===== src/design/mssc_pkg.sv =====
// Shared types and constants for the multiplexed seven-segment scanner.
// Used by mssc_ctrl, mssc_datapath and the top level.
`timescale 1ns / 1ps

package mssc_pkg;

  // command codes on in_command
  localparam logic [1:0] CMD_LOAD_UPPER = 2'd0;  // slots 0-3
  localparam logic [1:0] CMD_LOAD_LOWER = 2'd1;  // slots 4-7
  localparam logic [1:0] CMD_SCAN       = 2'd2;
  localparam logic [1:0] CMD_NOP        = 2'd3;

  localparam int VALUE_W = 32;
  localparam int BCD_W   = 16;
  localparam int FRAME_W = 16;
  localparam int CNT_W   = 5;

  localparam logic [CNT_W-1:0] CONV_LAST = CNT_W'(VALUE_W - 1);
  localparam logic [CNT_W-1:0] SCAN_LAST = CNT_W'(FRAME_W - 1);

  // active-low digit select byte per position, board wiring order
  localparam logic [7:0] SEL_TABLE [8] = '{
    8'hfb, 8'hfd, 8'hfe, 8'hf7, 8'hef, 8'hdf, 8'hbf, 8'h7f
  };

  // segment byte per slot code: digits, dash, point, blank
  localparam logic [7:0] SEG_TABLE [16] = '{
    8'h28, 8'heb, 8'h32, 8'ha2, 8'he1, 8'ha4, 8'h24, 8'hea,
    8'h20, 8'ha0, 8'hf7, 8'hdf, 8'hff, 8'hff, 8'hff, 8'hff
  };

  localparam logic [7:0] SEL_NONE = 8'hff;

  // controller to datapath commands
  typedef struct packed {
    logic load_init;
    logic load_group;
    logic conv_shift;
    logic conv_write;
    logic scan_init;
    logic scan_shift;
    logic pos_advance;
  } cmd_t;

  // datapath to controller status
  typedef struct packed {
    logic conv_last;
    logic scan_last;
  } sts_t;

endpackage


===== src/design/multiplexed_seven_segment_scanner.sv =====
// Top level of the multiplexed seven-segment scanner.
// Instantiates mssc_ctrl and mssc_datapath; types from mssc_pkg.
//
// Usage: a word is accepted at a clock edge with start high and busy low.
// in_command selects: load upper slots 0-3, load lower slots 4-7, scan tick,
// or nothing. A load splits in_value into its four low decimal digits with
// a shift-add-3 converter, one input bit a cycle; it gives no result and
// keeps busy high through the conversion and the slot write that ends it.
// A scan tick emits 16 serial bits, one a cycle, with out_valid high for
// exactly one cycle each: the active-low select byte then the segment byte,
// each lsb first; out_latch_after marks the sixteenth. The frame is loaded
// at acceptance and each bit then passes through the output register; busy
// stays high while the frame shifter runs, so no new word is taken until
// the last bit has been shifted out.
// The receiver cannot stall: each output bit stands for one cycle only.
// Reset (rst_n low, synchronous) sets slot k to k+1 and the scan position
// to the first digit, and drops any word in progress.
`timescale 1ns / 1ps

module multiplexed_seven_segment_scanner
  import mssc_pkg::*;
#(
  parameter int NUM_DIGITS = 8
)(
  input  logic               clk,
  input  logic               rst_n,
  input  logic               start,
  output logic               busy,
  input  logic [1:0]         in_command,
  input  logic [VALUE_W-1:0] in_value,
  output logic               out_valid,
  output logic               out_serial_bit,
  output logic               out_latch_after,
  output logic [2:0]         out_shown_position
);

  cmd_t cmd;
  sts_t sts;

  // sequencing
  mssc_ctrl u_ctrl (
    .clk        (clk),
    .rst_n      (rst_n),
    .start      (start),
    .in_command (in_command),
    .sts        (sts),
    .busy       (busy),
    .cmd        (cmd)
  );

  // storage, conversion and serializer
  mssc_datapath #(
    .NUM_DIGITS (NUM_DIGITS)
  ) u_datapath (
    .clk                (clk),
    .rst_n              (rst_n),
    .cmd                (cmd),
    .in_value           (in_value),
    .sts                (sts),
    .out_valid          (out_valid),
    .out_serial_bit     (out_serial_bit),
    .out_latch_after    (out_latch_after),
    .out_shown_position (out_shown_position)
  );

endmodule


===== src/design/mssc_ctrl.sv =====
// Controller state machine of the seven-segment scanner.
// Depends on mssc_pkg for command codes and the cmd_t / sts_t structs.
`timescale 1ns / 1ps

module mssc_ctrl
  import mssc_pkg::*;
(
  input  logic       clk,
  input  logic       rst_n,
  input  logic       start,
  input  logic [1:0] in_command,
  input  sts_t       sts,
  output logic       busy,
  output cmd_t       cmd
);

  localparam logic [1:0] S_IDLE  = 2'd0;
  localparam logic [1:0] S_CONV  = 2'd1;
  localparam logic [1:0] S_WRITE = 2'd2;
  localparam logic [1:0] S_SCAN  = 2'd3;

  logic [1:0] state_r;
  logic [1:0] state_nxt;
  logic       accept;

  assign busy   = (state_r != S_IDLE);
  assign accept = start && !busy;

  // next state and command decode
  always_comb begin
    state_nxt = state_r;
    cmd       = '0;
    unique case (state_r)
      S_IDLE: begin
        if (accept) begin
          unique case (in_command)
            CMD_LOAD_UPPER, CMD_LOAD_LOWER: begin
              cmd.load_init  = 1'b1;
              cmd.load_group = (in_command == CMD_LOAD_LOWER);
              state_nxt      = S_CONV;
            end
            CMD_SCAN: begin
              cmd.scan_init = 1'b1;
              state_nxt     = S_SCAN;
            end
            CMD_NOP: begin
              state_nxt = S_IDLE;
            end
          endcase
        end
      end
      S_CONV: begin
        cmd.conv_shift = 1'b1;
        if (sts.conv_last) begin
          state_nxt = S_WRITE;
        end
      end
      S_WRITE: begin
        cmd.conv_write = 1'b1;
        state_nxt      = S_IDLE;
      end
      S_SCAN: begin
        cmd.scan_shift = 1'b1;
        if (sts.scan_last) begin
          cmd.pos_advance = 1'b1;
          state_nxt       = S_IDLE;
        end
      end
    endcase
  end

  // state register
  always_ff @(posedge clk) begin
    if (!rst_n) begin
      state_r <= S_IDLE;
    end else begin
      state_r <= state_nxt;
    end
  end

endmodule


===== src/design/mssc_datapath.sv =====
// Datapath of the seven-segment scanner: digit slots, shift-add-3 decimal
// converter, scan frame shifter and output word registers. Uses mssc_pkg.
`timescale 1ns / 1ps

module mssc_datapath
  import mssc_pkg::*;
#(
  parameter int NUM_DIGITS = 8
)(
  input  logic               clk,
  input  logic               rst_n,
  input  cmd_t               cmd,
  input  logic [VALUE_W-1:0] in_value,
  output sts_t               sts,
  output logic               out_valid,
  output logic               out_serial_bit,
  output logic               out_latch_after,
  output logic [2:0]         out_shown_position
);

  localparam int POS_W = $clog2(NUM_DIGITS);
  localparam logic [POS_W-1:0] POS_LAST = POS_W'(NUM_DIGITS - 1);

  logic [3:0]         slots_r [NUM_DIGITS];
  logic [POS_W-1:0]   pos_r;
  logic [2:0]         shown_r;
  logic               group_r;
  logic [VALUE_W-1:0] bin_r;
  logic [BCD_W-1:0]   bcd_r;
  logic [BCD_W-1:0]   bcd_adj;
  logic [CNT_W-1:0]   cnt_r;
  logic [FRAME_W-1:0] frame_r;
  logic               out_valid_r;
  logic               out_bit_r;
  logic               out_latch_r;
  logic [4:0]         pos_ext;
  logic [7:0]         sel_byte;
  logic [7:0]         seg_byte;

  assign sts.conv_last = (cnt_r == CONV_LAST);
  assign sts.scan_last = (cnt_r == SCAN_LAST);

  // add 3 to every decimal digit of 5 or more before the shift
  always_comb begin
    for (int d = 0; d < BCD_W / 4; d++) begin
      if (bcd_r[4*d +: 4] >= 4'd5) begin
        bcd_adj[4*d +: 4] = bcd_r[4*d +: 4] + 4'd3;
      end else begin
        bcd_adj[4*d +: 4] = bcd_r[4*d +: 4];
      end
    end
  end

  // select and segment bytes for the current position
  assign pos_ext  = 5'(pos_r);
  assign sel_byte = (pos_ext < 5'd8) ? SEL_TABLE[pos_ext[2:0]] : SEL_NONE;
  assign seg_byte = SEG_TABLE[slots_r[pos_r]];

  // converter, counter and frame shifter
  always_ff @(posedge clk) begin
    if (cmd.load_init) begin
      bin_r   <= in_value;
      bcd_r   <= '0;
      cnt_r   <= '0;
      group_r <= cmd.load_group;
    end else if (cmd.conv_shift) begin
      bcd_r <= {bcd_adj[BCD_W-2:0], bin_r[VALUE_W-1]};
      bin_r <= {bin_r[VALUE_W-2:0], 1'b0};
      cnt_r <= cnt_r + CNT_W'(1);
    end else if (cmd.scan_init) begin
      frame_r <= {seg_byte, sel_byte};
      shown_r <= pos_ext[2:0];
      cnt_r   <= '0;
    end else if (cmd.scan_shift) begin
      frame_r <= {1'b0, frame_r[FRAME_W-1:1]};
      cnt_r   <= cnt_r + CNT_W'(1);
    end
  end

  // digit slots and scan position
  always_ff @(posedge clk) begin
    if (!rst_n) begin
      for (int k = 0; k < NUM_DIGITS; k++) begin
        slots_r[k] <= 4'(k + 1);
      end
      pos_r <= '0;
    end else begin
      if (cmd.conv_write) begin
        for (int k = 0; k < NUM_DIGITS; k++) begin
          if (k < 8 && (k / 4 == 1) == group_r) begin
            slots_r[k] <= bcd_r[4*(3 - (k % 4)) +: 4];
          end
        end
      end
      if (cmd.pos_advance) begin
        pos_r <= (pos_r == POS_LAST) ? '0 : pos_r + POS_W'(1);
      end
    end
  end

  // output word registers
  always_ff @(posedge clk) begin
    if (!rst_n) begin
      out_valid_r <= 1'b0;
    end else begin
      out_valid_r <= cmd.scan_shift;
    end
  end

  always_ff @(posedge clk) begin
    if (cmd.scan_shift) begin
      out_bit_r   <= frame_r[0];
      out_latch_r <= sts.scan_last;
    end
  end

  assign out_valid          = out_valid_r;
  assign out_serial_bit     = out_bit_r;
  assign out_latch_after    = out_latch_r;
  assign out_shown_position = shown_r;

endmodule

===== config.mk =====
export PLATFORM = sky130hd
export DESIGN_NAME = multiplexed_seven_segment_scanner
export DESIGN_NICKNAME = d
export VERILOG_FILES = /design/src/design/mssc_pkg.sv /design/src/design/multiplexed_seven_segment_scanner.sv /design/src/design/mssc_ctrl.sv /design/src/design/mssc_datapath.sv
export SDC_FILE = /design/constraint.sdc
export NUM_CORES = 1
export LEC_CHECK = 0
export BUFFER_PORTS_ARGS = -buffer_cell sky130_fd_sc_hd__buf_2
export CORE_UTILIZATION = 64
export CTS_CLUSTER_SIZE = 24
export DETAILED_ROUTE_END_ITERATION = 8
export PLACE_DENSITY = 0.84
export SLEW_MARGIN = 20
export SYNTH_ARGS = -nofsm -noshare
export SYNTH_HDL_FRONTEND = slang
export SYNTH_SLANG_ARGS = --single-unit

===== constraint.sdc =====
create_clock -name clk -period 10.36 [get_ports clk]
set_clock_uncertainty 0.1 [all_clocks]
set_input_delay 0.518 -clock clk [delete_from_list [all_inputs] [get_ports clk]]
set_output_delay 0.518 -clock clk [all_outputs]
set_load 0.005 [all_outputs]

==> impl_metrics.tcl, run 1 <==
set metrics [dict create \
    status "complete, no violations" \
    min_to "u_datapath.bin_r[0]" \
    design_area_um2 6300 \
    drive_gt1_share_pct 25.7 \
    core_area_um2 8220 \
    setup_ws_ns 7.51 \
    hold_viol 0 \
    syn-num-nets 471 \
    synth_area_per_cell_um2 13.2 \
    wl_per_cell_um 17.8 \
    tns_ns 0 \
    min_from "in_value[0]" \
    yosys-top-cells-area "edfxtp_1 48%, dfxtp_1 11%, mux2_2 7.3%" \
    crit_arrival_ns 3.08 \
    period_share_pct 27.5 \
    r2r-start "u_ctrl.state_r[0]" \
    cts_buffer_depth 2 \
    holdWs_ns 0.190 \
    cts_buffers 17 \
    synth_top_area_cell "edfxtp_1" \
    drt_iter0_markers 199 \
    worst_slew_pin_slew_ns 0.903 \
    cts-root-buf "clkbuf_8" \
    die_x_um 94.0 \
    ys_seq_area_share_pct 58.8 \
    r2r-end "u_datapath.frame_r[9]" \
    num_antenna_cells 0 \
    ys.flop_type "edfxtp_1" \
    first_global_vias 3420 \
    clkTransAtPathRegs_ns 0.06 \
    power_mw 1.30 \
    wl_um 10200 \
    cts_resized 0 \
    place_area_um2 5710 \
    yosysTopAreaCellShare_pct 47.7 \
    syn-cell-area_um2 5410 \
    grt_antenna_before_repair 0 \
    crit_path_max_fanout 28 \
    initial_utilization_pct 65.9 \
    r2r_setup_slack_ns 7.51 \
    first_pass_iters 4 \
    port_buffers 43 \
    grt_pass1_wl_um 16500 \
    holdPathStages 2 \
    endpoint_kind "flop" \
    yosysUniqueCellTypes 43 \
    synth.yosys.warnings 0 \
    async_reset_ff_share_pct 0 \
    reg2reg_depth 5 \
    synth_cells 411 \
    timing.critical_path.from "u_ctrl.state_r[0]" \
    finalCriticalPeriod_ns 2.85 \
    relSlewSlack_pct 39.8 \
    synth_edf_count 86 \
    syn_to_final_growth_pct 16.4 \
    die_area_um2 8830 \
    worst_ep_required_time_ns 10.59 \
    place_congestion 0.779 \
    ant_nets 0 \
    cts_setup_buffers 0 \
    cts_sinks 116 \
    maxCapViolCount 0 \
    start_kind "flop" \
    grt_remaining_overflow 0 \
    rows 33 \
    synth_seq_cells 116 \
    htreeDepth 4 \
    fin_util_pct 76.7 \
    cts_tree "done" \
    path_class "flop to flop" \
    drv_slew 0 \
    dp_hpwl_um 6650 \
    grt_use_total_pct 25.6 \
    leakage_nw 2.35 \
    vias 3383 \
    finalNonFillerCells 575 \
    max_freq_mhz 351 \
    placed_cells 543 \
    die_y_um 94.0 \
    hold_class "primary input to flop" \
    hold_buffers 0 \
    place_ws_ns 7.52 \
    clk_latency_ns 0.51 \
    rsz0062_at_grt "no" \
    vdd_drop_max_mv 0.129 \
    top_level_ports 44 \
    detail_route.vias_per_cell 5.88 \
    setup_violations 0 \
    grt_max_degree 29 \
    p_per_area_nw_per_um2 206 \
    layout.nets 517 \
    drc 0 \
]
cell type report:
| cell class | count | area, um^2 |
|---|---|---|
| clock inverter | 11 | 96.3 |
| clock buffer | 21 | 493 |
| tap | 105 | 131 |
| sequential | 116 | 3180 |
| multi-input combinational | 256 | 2060 |
| timing repair buffer | 47 | 265 |
| inverter | 19 | 71.3 |
| fill | 458 | 1920 |
worst max-delay path, stage by stage (launching register included):
cell      delay [ns]
dfxtp_1         0.70
or3b_1          0.32
or2_2           0.28
clkinv_1        0.61
and2_1          0.42
a211oi_1        0.24
registers in the layout, indices dropped and copies added, names as in the netlist, named ones only:
signal,flops
u_datapath.out_serial_bit,1
u_datapath.cnt_r,5
u_datapath.out_valid,1
u_datapath.bin_r,32
u_datapath.group_r,1
u_datapath.pos_r,3
u_datapath.bcd_r,16
u_datapath.slots_r,32
u_datapath.frame_r,16
u_datapath.out_shown_position,3
u_ctrl.state_r,2
u_datapath.out_latch_after,1
per-layer routing:
| layer | GRT usage [%] | wire length, um | vias up |
|---|---|---|---|
| met5 | 0 | 0 | - |
| met4 | 10.5 | 238 | 0 |
| met2 | 42.9 | 5290 | 114 |
| li1 | - | - | 1600 |
| met1 | 30.4 | 4200 | 1646 |
| met3 | 8.33 | 505 | 23 |
cells by family after synthesis:
group                    Yosys count  share of synthesized area, %
multiplexers                      53                          13.3
adder cells (fa/ha/maj)           23                          5.32
AO/OA/AOI/OAI                     58                          6.80
AND/OR/NAND/NOR                  112                          10.7
buffers and inverters             39                          3.37
XOR/XNOR                          10                          1.62
flip-flops                       116                          58.8
cell usage after synthesis, types with 9 or more instances:
library cell / count
clkbuf_1: 10
dfxtp_1: 30
o21ai_0: 9
nor2_1: 27
a21oi_1: 14
nand2b_1: 12
mux2_2: 35
a31oi_1: 10
edfxtp_1: 86
o22ai_1: 9
ha_1: 23
inv_1: 18
nand2_1: 26
and2_1: 21
worst max path at each step:
stage                     cells past startpoint  slack, ns                     end
after floorplan                               2       6.59     u_datapath.bin_r[0]
after global placement                        6       7.59  u_datapath.frame_r[15]
after detailed placement                      6       7.52  u_datapath.frame_r[15]
after CTS                                     6       7.51  u_datapath.frame_r[15]
after global routing                          5       7.34  u_datapath.frame_r[12]
final                                         5       7.51   u_datapath.frame_r[9]
cells in the final DEF (no fill, tap or decap), types with 3 or more instances in the layout:
cell	count
dfxtp_1	30
a21oi_1	14
clkbuf_16	19
ha_1	23
clkinv_2	5
o32ai_1	3
nor2b_1	7
o21ai_0	7
nor2_1	26
buf_2	43
and2_1	21
a31oi_1	10
xor2_1	4
and3_1	4
inv_1	18
edfxtp_1	86
nand3_1	6
mux2i_1	8
nand2b_1	12
o22ai_1	9
a211oi_1	6
buf_4	3
mux4_1	8
mux2_2	35
xnor2_1	6
nand2_1	26
power by group:
group	internal, mW	switching, mW	total (mW)
Clock	0.360	0.206	0.566
Sequential	0.555	0.0327	0.588
Combinational	0.0667	0.0792	0.146
No activity file was read; power rests on OpenSTA's default activity.
==> inputs of run 2 (changes only) <==
--- a/config.mk
+++ b/config.mk
@@ -5,11 +5,12 @@
 export SDC_FILE = /design/constraint.sdc
 export NUM_CORES = 1
 export LEC_CHECK = 0
+export ABC_AREA = 1
 export BUFFER_PORTS_ARGS = -buffer_cell sky130_fd_sc_hd__buf_2
-export CORE_UTILIZATION = 64
+export CORE_UTILIZATION = 54
 export CTS_CLUSTER_SIZE = 24
 export DETAILED_ROUTE_END_ITERATION = 8
-export PLACE_DENSITY = 0.84
+export PLACE_DENSITY = 0.76
 export SLEW_MARGIN = 20
 export SYNTH_ARGS = -nofsm -noshare
 export SYNTH_HDL_FRONTEND = slang
==> constraint.sdc (replaced) <==
create_clock -name clk -period 2.5 [get_ports clk]
set_clock_uncertainty 0.1 [all_clocks]
set_input_delay 0.125 -clock clk [delete_from_list [all_inputs] [get_ports clk]]
set_output_delay 0.125 -clock clk [all_outputs]
set_load 0.005 [all_outputs]
==> run 2 against run 1 <==
Compared with the run above:
- first-iteration DRC count is 14% higher
- utilization fell by 7.8 points
- routed wire length is 8.2% higher
- critical endpoint is now u_ctrl.state_r[1]
- clock-buffer cell count shrank 3
- clock power grew to 4.2 times the previous value
- die area grew 21%
- highest routed layer unchanged
- cell count up 43%
- synthesized cell count up 44%
- register-to-register slack worse by 7.3 ns
- critical path depth rose by 5
- fmax is 23% higher
==> impl_metrics.tcl, run 2 <==
set metrics [dict create \
    wl_um 11100 \
    final_common_cell "nand2_1" \
    cts_sinks 116 \
    crit_chain "ha_1 -> inv_1 -> nor3_1 -> ha_1 -> or2_2 -> o21ai_1 -> inv_1 -> o221ai_1 -> dlygate4sd3_1 -> a21oi_1" \
    synth_cells 591 \
    grt_use_total_pct 22.6 \
    setup_violations 0 \
    vias 4249 \
    wl_per_cell_um 13.4 \
    path_class "flop to flop" \
    cts_tree "done" \
    layout.nets 739 \
    ant_nets 0 \
    design_area_um2 6800 \
    core_area_um2 9860 \
    htreeDepth 4 \
    crit_path_max_fanout 3 \
    synth_top_area_cell "edfxtp_1" \
    synth.most_common_cell "nand2_1" \
    ys.flop_type "edfxtp_1" \
    synth_common_cells "183 x nand2_1, 86 x edfxtp_1, 68 x inv_1" \
    crit_buf_inv 3 \
    worst_slew_pin_slew_ns 0.685 \
    crit_slowest_cell "dlygate4sd3_1" \
    async_reset_ff_share_pct 0 \
    drive_gt1_share_pct 16.0 \
    cts_setup_buffers 0 \
    worst_ep_required_time_ns 2.84 \
    initial_utilization_pct 56.1 \
    max_freq_mhz 431 \
    cts_buffers 17 \
    synth.yosys.warnings 0 \
    yosysUniqueCellTypes 36 \
    place_area_um2 5840 \
    hold_viol 0 \
    rsz0062_at_grt "no" \
    vdd_drop_max_mv 0.525 \
    drt_iter0_markers 227 \
    start_kind "flop" \
    syn-num-nets 651 \
    crit_arrival_ns 2.67 \
    cts-root-buf "clkbuf_8" \
    top_level_ports 44 \
    final_cell_mix "183 x nand2_1, 86 x edfxtp_1, 68 x inv_1" \
    drc 0 \
    period_share_pct 92.9 \
    critPathTopFamily "buffers and inverters" \
    yosysTopAreaCellShare_pct 46.6 \
    syn-cell-area_um2 5540 \
    grt_max_degree 39 \
    grt_antenna_before_repair 0 \
    detail_route.vias_per_cell 5.15 \
    ys_seq_area_share_pct 57.5 \
    clkTransAtPathRegs_ns 0.06 \
    clk_latency_ns 0.51 \
    drv_slew 0 \
    yosys-top-cells-area "edfxtp_1 47%, nand2_1 12%, dfxtp_1 11%" \
    port_buffers 43 \
    finalCriticalPeriod_ns 2.32 \
    cts_buffer_depth 2 \
    synth_edf_count 86 \
    hold_class "primary input to flop" \
    first_pass_iters 5 \
    reg_top3 "u_datapath.bin_r: 32 flops, u_datapath.slots_r: 32 flops" \
    p_per_area_nw_per_um2 802 \
    synth_area_per_cell_um2 9.37 \
    status "complete, no violations" \
    slowest_delay_ns 0.57 \
    synth_seq_cells 116 \
    dp_hpwl_um 7050 \
    holdWs_ns 0.0745 \
    die_area_um2 10700 \
    tns_ns 0 \
    num_antenna_cells 0 \
    first_global_vias 4071 \
    power_mw 5.45 \
    place_congestion 0.849 \
    syn_to_final_growth_pct 22.8 \
    grt_remaining_overflow 0 \
    endpoint_kind "flop" \
    die_y_um 103 \
    rows 36 \
    relSlewSlack_pct 54.2 \
    leakage_nw 2.95 \
    die_x_um 103 \
    maxCapViolCount 0 \
    grt_pass1_wl_um 18100 \
]
-- run 2: final cells by class --
class                           count  area [um^2]
Clock buffer                       18          418
Sequential cell                   116         3180
Clock inverter                     14          175
Timing Repair Buffer               86          628
Fill cell                         691         3070
Inverter                           73          282
Multi-Input combinational cell    385         1940
Tap cell                          133          166
-- run 2: worst paths after layout --
check                                                  to  cells past startpoint  slack, ns                  start
worst min register to register  u_datapath.out_serial_bit                      0       0.35  u_datapath.frame_r[0]
worst max-delay path                    u_ctrl.state_r[1]                     10       0.18    u_datapath.cnt_r[0]
worst min-delay path                  u_datapath.cnt_r[4]                      5       0.07          in_command[1]
worst max register to register          u_ctrl.state_r[1]                     10       0.18    u_datapath.cnt_r[0]
-- run 2: kinds of logic (layout without fill, tap and decap cells) --
group	Yosys count	after routing	synth area share, %
AO/OA/AOI/OAI	76	76	7.75
flip-flops	116	116	57.5
adder cells (fa/ha/maj)	23	23	5.20
buffers and inverters	90	191	7.41
AND/OR/NAND/NOR	282	282	21.5
XOR/XNOR	4	4	0.633
-- run 2: timing repair --
action | in CTS | in global routing
hold buffers | 36 | 0
endpoints found under the hold margin | 44 | 0
setup endpoints to repair | 0 | 1
gates resized for setup | 0 | 1
-- run 2: layer usage --
layer / vias to the layer above / GRT usage (%) / wire (um)
met5: - / 0 / 0
met4: 0 / 10.7 / 176
met3: 14 / 5.78 / 412
met2: 108 / 39.0 / 5730
met1: 2011 / 26.4 / 4750
li1: 2116 / - / -
-- run 2: through the flow --
stage	std cells	utilization (%)	setup slack, ns
finish	825	68.9	0.178
global route	825	68.9	0.0488
CTS	825	68.9	0.218
detailed placement	757	59.2	0.277
global placement	757	59.2	0.378
floorplan	591	-	0.551
-- run 2: report_power, final --
| group | switching (mW) | internal [mW] | total [mW] |
|---|---|---|---|
| Combinational | 0.394 | 0.239 | 0.633 |
| Sequential | 0.101 | 2.31 | 2.41 |
| Clock | 0.875 | 1.53 | 2.40 |
-- run 2: tightest hold or removal path, stage by stage --
cell	delay (ns)
buf_2	0.11
inv_1	0.08
o211ai_1	0.16
o211ai_1	0.12
inv_1	0.04
==> inputs of run 3 (changes only) <==
--- a/config.mk
+++ b/config.mk
@@ -5,7 +5,6 @@
 export SDC_FILE = /design/constraint.sdc
 export NUM_CORES = 1
 export LEC_CHECK = 0
-export ABC_AREA = 1
 export BUFFER_PORTS_ARGS = -buffer_cell sky130_fd_sc_hd__buf_2
 export CORE_UTILIZATION = 54
 export CTS_CLUSTER_SIZE = 24
==> run 3 against run 2 <==
Compared with the run above:
- die area down 2.2%
- largest cell class unchanged
- clock-buffer cell count unchanged
- clock power about the same
- register-to-register slack worse by 0.02 ns
- design area down 0.48%
- sequential power about the same
- non-clock buffer count up 6
- utilization up 0.62 points
==> impl_metrics.tcl, run 3 (synthesis gave the netlist of run 1 again) <==
set metrics [dict create \
    status "complete, no violations" \
    placed_cells 580 \
    die_area_um2 10400 \
    finalCriticalPeriod_ns 2.34 \
    period_share_pct 93.5 \
    wl_um 10700 \
    die_y_um 102 \
    grt_use_total_pct 23.5 \
    cts_tree "done" \
    endpoint_kind "flop" \
    initial_utilization_pct 55.6 \
    syn_to_final_growth_pct 25.0 \
    vias 3473 \
    wl_per_cell_um 16.5 \
    drc 0 \
    finalNonFillerCells 648 \
    rsz0062_at_grt "no" \
    ant_nets 0 \
    dp_hpwl_um 6410 \
    holdWs_ns 0.323 \
    crit_path_max_fanout 10 \
    start_kind "flop" \
    crit_chain "buf_4 -> mux4_1 -> mux2_2 -> mux2_4 -> a221oi_2" \
    hold_class "flop to flop" \
    max_freq_mhz 428 \
    setup_violations 0 \
    top_level_ports 44 \
    crit_arrival_ns 2.57 \
    cts_sinks 116 \
    clkTransAtPathRegs_ns 0.06 \
    grt_antenna_before_repair 0 \
    drv_slew 0 \
    slowest_delay_ns 0.56 \
    grt_max_degree 51 \
    setup_ws_ns 0.163 \
    final_cell_mix "86 x edfxtp_1, 43 x buf_2, 36 x dlygate4sd3_1" \
    cts_buffer_depth 2 \
    worst_ep_required_time_ns 2.73 \
    grt_pass1_wl_um 18000 \
    first_pass_iters 4 \
    die_x_um 102 \
    p_per_area_nw_per_um2 815 \
    grt_remaining_overflow 0 \
    port_buffers 43 \
    drt_iter0_markers 174 \
    reg_top3 "u_datapath.bin_r: 32 flops, u_datapath.slots_r: 32 flops" \
    place_ws_ns 0.0503 \
    num_antenna_cells 0 \
    maxCapViolCount 0 \
    rows 36 \
    crit_slowest_cell "mux4_1" \
    place_congestion 0.780 \
    min_from "u_datapath.frame_r[0]" \
    first_global_vias 3700 \
    hold_viol 0 \
    relSlewSlack_pct 56.1 \
    cts_buffers 17 \
    leakage_nw 2.54 \
    layout.nets 562 \
    worst_slew_pin_slew_ns 0.656 \
    tns_ns 0 \
    core_area_um2 9730 \
    clk_latency_ns 0.52 \
    path_class "flop to flop" \
    vdd_drop_max_mv 0.690 \
    detail_route.vias_per_cell 5.36 \
    cts-root-buf "clkbuf_8" \
    drive_gt1_share_pct 25.4 \
    final_common_cell "edfxtp_1" \
    htreeDepth 4 \
]
-- run 3: timing repair --
action | in CTS | in global routing
gates resized for setup | 0 | 2
endpoints found under the hold margin | 49 | 0
setup buffers | 0 | 0
hold buffers | 36 | 0
setup endpoints to repair | 0 | 6
-- run 3: metrics by stage --
step                      utilization (%)  power [mW]  instance area (um^2)
after global placement               59.7        3.01                  5800
final                                69.5        5.52                  6760
after global routing                 69.5        5.72                  6760
after CTS                            69.5        5.49                  6760
after detailed placement             59.7        3.05                  5800
after floorplan                         -        2.86                  5420
-- run 3: routing by layer --
| metal | wire length (um) | track usage, % | part of all wire, % |
|---|---|---|---|
| met1 | 4290 | 25.9 | 40 |
| met2 | 5450 | 41.2 | 51 |
| met3 | 509 | 5.61 | 4.7 |
| met4 | 471 | 14.4 | 4.4 |
| met5 | 0 | 0 | 0 |
-- run 3: cell type report --
| class | count | area, um^2 |
|---|---|---|
| Tap cell | 133 | 166 |
| Clock buffer | 18 | 418 |
| Multi-Input combinational cell | 256 | 2060 |
| Clock inverter | 14 | 176 |
| Fill cell | 653 | 2970 |
| Timing Repair Buffer | 92 | 686 |
| Inverter | 19 | 71.3 |
| Sequential cell | 116 | 3180 |
-- run 3: final timing paths --
kind	to	slack, ns	cells past startpoint
min	u_datapath.out_serial_bit	0.32	0
max reg2reg	u_datapath.frame_r[15]	0.16	5
max	u_datapath.frame_r[15]	0.16	5
min reg2reg	u_datapath.out_serial_bit	0.32	0
-- run 3: critical path, delay by kind of cell, from the launching register on --
| kind | cells | cell delay [ns] |
|---|---|---|
| compound gates | 1 | 0.23 |
| buf+inv | 1 | 0.17 |
| flops | 1 | 0.39 |
| mux | 3 | 1.28 |
-- run 3: power breakdown --
| part | switching [mW] | total [mW] | internal, mW |
|---|---|---|---|
| registers | 0.124 | 2.42 | 2.30 |
| logic | 0.336 | 0.658 | 0.322 |
| clock network | 0.906 | 2.43 | 1.53 |
| total | 1.37 | 5.52 | 4.15 |
